File: src/hw/rtl/glzw_probe.sv
module glzw_probe #(
    parameter int DEPTH  = 5003,
    parameter int ADDR_W = 13
) (
    input  logic              first_sel,
    input  logic [ADDR_W:0]   raw_hash,
    input  logic [ADDR_W-1:0] cur_idx,
    input  logic [ADDR_W-1:0] cur_disp,
    output logic [ADDR_W-1:0] idx_out,
    output logic [ADDR_W-1:0] disp_out
);

    localparam logic [ADDR_W:0] DEPTH_X = (ADDR_W + 1)'(DEPTH);

    logic [ADDR_W:0] opa;
    logic [ADDR_W:0] opb;
    logic [ADDR_W:0] diff;
    logic [ADDR_W:0] wrap;
    logic [ADDR_W:0] res;

    // One compare-and-subtract serves both the first-probe reduction and the
    // backward step by the secondary displacement.
    always_comb begin
        opa  = first_sel ? raw_hash : {1'b0, cur_idx};
        opb  = first_sel ? DEPTH_X : {1'b0, cur_disp};
        diff = opa - opb;
        wrap = opa + DEPTH_X - opb;
        if (opa >= opb) begin
            res = diff;
        end else if (first_sel) begin
            res = opa;
        end else begin
            res = wrap;
        end
        idx_out  = res[ADDR_W-1:0];
        disp_out = (res == '0) ? ADDR_W'(1) : ADDR_W'(DEPTH_X - res);
    end

endmodule

File: config.mk
export PLATFORM = sky130hd
export DESIGN_NAME = glzw_probe
export DESIGN_NICKNAME = d
export VERILOG_FILES = /design/src/hw/rtl/glzw_probe.sv
export SDC_FILE = /design/constraint.sdc
export NUM_CORES = 1
export LEC_CHECK = 0
export BUFFER_PORTS_ARGS = -buffer_cell sky130_fd_sc_hd__buf_2
export CAP_MARGIN = 20
export CORE_MARGIN = 4
export CORE_UTILIZATION = 60
export DETAILED_ROUTE_END_ITERATION = 7
export PLACE_DENSITY = 0.89
export SETUP_SLACK_MARGIN = 0.4
export SYNTH_ARGS = -nofsm -noshare
export SYNTH_HDL_FRONTEND = slang
export SYNTH_SLANG_ARGS = --single-unit
File: constraint.sdc
create_clock -name vclk -period 9.5
set_input_delay 0.475 -clock vclk [all_inputs]
set_output_delay 0.475 -clock vclk [all_outputs]
set_load 0.02 [all_outputs]
==> results of run 1 <==
-- power by group through the flow --
stage / combinational, mW / clock (mW) / sequential [mW]
2_1_floorplan: 0.285 / 0 / 0
3_3_place_gp: 0.371 / 0 / 0
3_5_place_dp: 0.377 / 0 / 0
4_1_cts: 0.380 / 0 / 0
5_1_grt: 0.423 / 0 / 0
6_report: 0.385 / 0 / 0
-- metrics by stage --
stage | std cells | instance area, µm² | util | power [mW]
3_5_place_dp | 467 | 2860 | 0.709 | 0.377
5_1_grt | 467 | 2860 | 0.709 | 0.423
4_1_cts | 467 | 2860 | 0.709 | 0.380
6_report | 467 | 2860 | 0.709 | 0.385
3_3_place_gp | 467 | 2860 | 0.709 | 0.371
2_1_floorplan | 359 | 2500 | - | 0.285
-- routing by layer --
layer	up-vias	global-route usage	routed length, µm
met5	-	0	0
met4	0	0.0266	25
met3	6	0.0248	594
met2	133	0.420	3120
met1	1316	0.375	3080
li1	1401	-	-
-- placed cells by master (no fill, tap or decap), types with 6 or more instances in the layout --
cell type  count
nor3_1        12
a21o_1         6
inv_1         45
nand2_1       42
mux2i_1       11
buf_2         67
nor2_1        28
o21ai_0        8
fa_1           7
xnor2_1       14
xor2_1         6
ha_1          34
a21oi_1       25
-- final cells by class --
class	count	area [µm²]
timing repair buffer	68	343
tap	50	62.6
multi-input combinational	304	2280
inverter	45	169
fill	338	1170
-- kinds of logic after synthesis --
logic type / count (synthesis) / share of synthesized area
adders and majority gates: 41 / 0.226
and+or+nand+nor: 129 / 0.260
AOI/OAI and AO/OA: 98 / 0.287
muxes: 15 / 0.0620
xor gates and xnor gates: 21 / 0.0765
buffers and inverters: 55 / 0.0880
-- worst min path at each step --
stage,startpoint,to,slack [ns],depth (start not counted)
after floorplan,raw_hash[0],disp_out[0],1.28,2
after CTS,raw_hash[3],idx_out[3],1.49,6
after global placement,raw_hash[12],idx_out[12],1.49,6
after detailed placement,raw_hash[3],idx_out[3],1.48,6
after global routing,raw_hash[3],idx_out[3],1.56,6
final,raw_hash[3],idx_out[3],1.50,6
==> results.sh, run 1 <==
export IMPL_rsz0062_at_grt="false"
export IMPL_endpoint="disp_out[12]"
export IMPL_end_kind="output pin"
export IMPL_dp_hpwl_mm=5.60
export IMPL_wire_per_inst_um=14.6
export IMPL_synth_top_area_share=0.170
export IMPL_nets=501
export IMPL_grt_pass1_vias=2574
export IMPL_internal_power_mw=0.146
export IMPL_ir_drop_mv=0.145
export IMPL_clkbuf_count=0
export IMPL_gp_congestion=0.966
export IMPL_yosysTopAreaCell="ha_1"
export IMPL_path_buf_inv=5
export IMPL_leakage_nw=1.44
export IMPL_die_y_um=72.6
export IMPL_outcome="finished, final reports clean"
export IMPL_switching_power_mw=0.239
export IMPL_crit_required_ns=9.03
export IMPL_die_w_um=72.6
export IMPL_holdWs_ns=1.50
export IMPL_grt_util_all_layers=0.256
export IMPL_first_pass_iters=5
export IMPL_cp_startpoint="first_sel"
export IMPL_die_area_mm2=0.00527
export IMPL_postSynthNetCount=441
export IMPL_io_buffers=67
export IMPL_place_ws_ns=3.54
export IMPL_synthCells=359
export IMPL_cpPeakStageDelay_ns=0.71
export IMPL_grt_overflow=0
export IMPL_drc=0
export IMPL_p_comb_frac=1.000
export IMPL_switching_share=0.621
export IMPL_ys_seq_area_frac=0
export IMPL_slew_violations=0
export IMPL_drive_gt1_frac=0.218
export IMPL_crit_fanout=51
export IMPL_via_per_inst=6.12
export IMPL_max_freq_ghz=0.166
export IMPL_worstSetupPathType="in -> out"
export IMPL_yosysWarnings=0
export IMPL_cap_violations=0
export IMPL_post_cts_buffers=0
export IMPL_floorplan_initialDensity=0.621
export IMPL_synthTopCellsByCount="inv_1 (45), nand2_1 (42), ha_1 (34)"
export IMPL_setup_tns_ns=0
export IMPL_slowest_stage="a221oi_1"
export IMPL_antenna_cells=0
export IMPL_hold_violations=0
export IMPL_ant_nets=0
export IMPL_finalCritPeriodShare=0.635
export IMPL_wl_mm=6.81
export IMPL_path_delay_family="compound AO/OA/AOI/OAI gates"
export IMPL_num_rows=23
export IMPL_worstHoldPathType="in -> out"
export IMPL_grt_pass1_wl_mm=11.3
export IMPL_slew_limit_headroom=0.441
export IMPL_p_clk_frac=0
export IMPL_synth_area_top_cells="ha_1 (17%), inv_1 (6.7%), nand2_1 (6.3%)"
export IMPL_coreArea_mm2=0.00403
export IMPL_grt_max_degree=52
export IMPL_antenna_found_initial=0
export IMPL_cp_depth=18
export IMPL_cts_resized=0
export IMPL_p_seq_frac=0
export IMPL_p_per_area_mw_per_mm2=135
export IMPL_regArea_um2=0
export IMPL_setup_viol=0
export IMPL_ios=67
export IMPL_via_count=2856
export IMPL_synth_area_mm2=0.00250
export IMPL_setup_slack_ns=3.47
export IMPL_drt_initial_drc_count=221
export IMPL_nFlopsAndLatches=0
export IMPL_synthMostInstantiatedCell="inv_1"
export IMPL_ctsHoldBuffers=0
export IMPL_synth_cell_type_count=65
export IMPL_avgSynthCellArea_um2=6.97
export IMPL_worstMarginPinSlew_ns=0.827
export IMPL_fin_crit_ns=6.03
export IMPL_syn_to_final_growth_pct=14.1
export IMPL_crit_path_start_kind="input pin"
export IMPL_crit_chain="buf_2 -> buf_4 -> inv_1 -> a21boi_0 -> ha_1 -> a221oi_1 -> o21ai_2 -> a21oi_1 -> a21oi_1 -> inv_1 -> ha_1 -> nor3b_1 -> mux2i_1 -> o21bai_1 -> or2_2 -> mux2_2 -> o211ai_2 -> buf_2"
export IMPL_crit_arrival_ns=5.56
No activity file was read; power rests on OpenSTA's default activity.
==> run 2, diff against run 1 <==
--- a/config.mk
+++ b/config.mk
@@ -5,12 +5,13 @@
 export SDC_FILE = /design/constraint.sdc
 export NUM_CORES = 1
 export LEC_CHECK = 0
+export ABC_AREA = 1
 export BUFFER_PORTS_ARGS = -buffer_cell sky130_fd_sc_hd__buf_2
 export CAP_MARGIN = 20
 export CORE_MARGIN = 4
-export CORE_UTILIZATION = 60
+export CORE_UTILIZATION = 52
 export DETAILED_ROUTE_END_ITERATION = 7
-export PLACE_DENSITY = 0.89
+export PLACE_DENSITY = 0.81
 export SETUP_SLACK_MARGIN = 0.4
 export SYNTH_ARGS = -nofsm -noshare
 export SYNTH_HDL_FRONTEND = slang
==> constraint.sdc (replaced) <==
create_clock -name vclk -period 5.2
set_input_delay 0.26 -clock vclk [all_inputs]
set_output_delay 0.26 -clock vclk [all_outputs]
set_load 0.02 [all_outputs]
==> run 2 against run 1 <==
Net effect: area after synthesis rose by 11%; critical path type unchanged; global-route usage is 1.6 points lower; cell area up 11%; routed wire length up 15%; final cell count increased by 33%; synthesized cell count grew 36%; non-clock buffer count stayed put.
==> results.sh, run 2 <==
export IMPL_worstSetupPathType="in -> out"
export IMPL_ys_seq_area_frac=0
export IMPL_crit_required_ns=4.94
export IMPL_yosys_area_share_simple=0.539
export IMPL_gp_congestion=0.928
export IMPL_die_area_mm2=0.00657
export IMPL_slew_violations=0
export IMPL_io_buffers=67
export IMPL_synthCells=488
export IMPL_cpMostUsedCell="nand2_1"
export IMPL_ios=67
export IMPL_crit_fanout=27
export IMPL_slowest_stage="fa_1"
export IMPL_via_count=3161
export IMPL_yosysTopAreaCell="nand2_1"
export IMPL_cap_violations=0
export IMPL_worstMarginPinSlew_ns=0.563
export IMPL_synth_compound_area_frac=0.0848
export IMPL_setup_tns_ns=0
export IMPL_avgSynthCellArea_um2=5.69
export IMPL_crit_path_start_kind="input pin"
export IMPL_fin_crit_ns=4.16
export IMPL_synth_top_family_by_area="simple AND/OR/NAND/NOR gates"
export IMPL_ir_drop_mv=0.153
export IMPL_postSynthNetCount=570
export IMPL_nets=634
export IMPL_finalCritPeriodShare=0.799
export IMPL_synth_fa_ha_area_frac=0.204
export IMPL_outcome="finished, final reports clean"
export IMPL_syn_to_final_growth_pct=14.0
export IMPL_cpPeakStageDelay_ns=0.40
export IMPL_post_cts_buffers=0
export IMPL_yosysWarnings=0
export IMPL_rsz0062_at_grt="false"
export IMPL_final_common_cell="nand2_1"
export IMPL_end_kind="output pin"
export IMPL_synth_xor_area_share=0.0316
export IMPL_setup_viol=0
export IMPL_dp_hpwl_mm=6.93
export IMPL_synth_area_top_cells="nand2_1 (20%), ha_1 (15%), inv_1 (11%)"
export IMPL_antenna_cells=0
export IMPL_via_per_inst=5.10
export IMPL_hold_violations=0
export IMPL_synth_top_area_share=0.202
export IMPL_worstHoldPathType="in -> out"
export IMPL_synthMuxAreaShare=0
export IMPL_grt_pass1_vias=2906
export IMPL_grt_pass1_wl_mm=12.8
export IMPL_setup_slack_ns=1.04
export IMPL_synthMostInstantiatedCell="nand2_1"
export IMPL_crit_arrival_ns=3.90
export IMPL_grt_overflow=0
export IMPL_num_rows=26
export IMPL_ant_nets=0
export IMPL_total_power_mw=0.726
export IMPL_synth_area_mm2=0.00278
export IMPL_coreArea_mm2=0.00514
export IMPL_place_ws_ns=0.795
export IMPL_drive_gt1_frac=0.231
export IMPL_max_freq_ghz=0.241
export IMPL_layout_common_cells="nand2_1 (149), inv_1 (84), buf_2 (67)"
export IMPL_regArea_um2=0
export IMPL_clkbuf_count=0
export IMPL_grt_util_all_layers=0.240
export IMPL_synth_cell_type_count=34
export IMPL_antenna_found_initial=0
export IMPL_p_per_area_mw_per_mm2=230
export IMPL_nFlopsAndLatches=0
export IMPL_holdPathStages=4
export IMPL_slew_limit_headroom=0.621
export IMPL_die_w_um=81.1
export IMPL_drc=0
export IMPL_leakage_nw=1.96
export IMPL_first_pass_iters=5
export IMPL_grt_max_degree=28
export IMPL_drt_initial_drc_count=194
export IMPL_wl_mm=7.87
export IMPL_synthTopCellsByCount="nand2_1 (149), inv_1 (84), nand3_1 (49)"
export IMPL_die_y_um=81.1
export IMPL_floorplan_initialDensity=0.540
export IMPL_wire_per_inst_um=12.7
run 2: worst max-delay path: cells and delay by family:
kind / cells / cell delay [ns]
AOI/OAI and AO/OA: 1 / 0.20
adders and majority gates: 3 / 0.83
buffers and inverters: 6 / 1.03
and+or+nand+nor: 15 / 1.56
run 2: cells by family after synthesis:
kind of cell	after synthesis
AOI/OAI and AO/OA	40
xor gates and xnor gates	10
adders and majority gates	41
buffers and inverters	98
and+or+nand+nor	299
run 2: layout make-up:
cell class	instances	area, µm²
Inverter	92	349
Timing Repair Buffer	68	343
Multi-Input combinational cell	390	2380
Tap cell	70	87.6
Fill cell	550	1980
run 2: metrics by stage:
| step | hold WS [ns] | instance area [µm²] | cells | util |
|---|---|---|---|---|
| 4_1_cts | 1.07 | 3160 | 620 | 0.615 |
| 3_3_place_gp | 1.07 | 3160 | 620 | 0.615 |
| 6_report | 1.06 | 3160 | 620 | 0.615 |
| 5_1_grt | 1.09 | 3160 | 620 | 0.615 |
| 2_1_floorplan | 0.776 | 2780 | 488 | - |
| 3_5_place_dp | 1.06 | 3160 | 620 | 0.615 |
run 2: what timing repair did:
action / CTS / global route
endpoints found under the setup margin: 0 / 2
hold buffers: 0 / 0
gates resized for setup: 0 / 1
run 2: metal layers:
metal	global-route usage	share of wire	up-vias
met2	0.429	0.47	106
li1	-	-	1650
met3	0.00665	0.059	6
met5	0	0	-
met1	0.330	0.46	1399
met4	0.0270	0.0074	0
run 2: final timing paths:
kind,from,end,slack [ns]
max,first_sel,disp_out[12],1.04
min,raw_hash[11],idx_out[11],1.06
run 2: power breakdown:
part	total [mW]	switching, mW	internal [mW]
clock	0	0	0
combinational	0.726	0.477	0.249
sequential	0	0	0
total	0.726	0.477	0.249
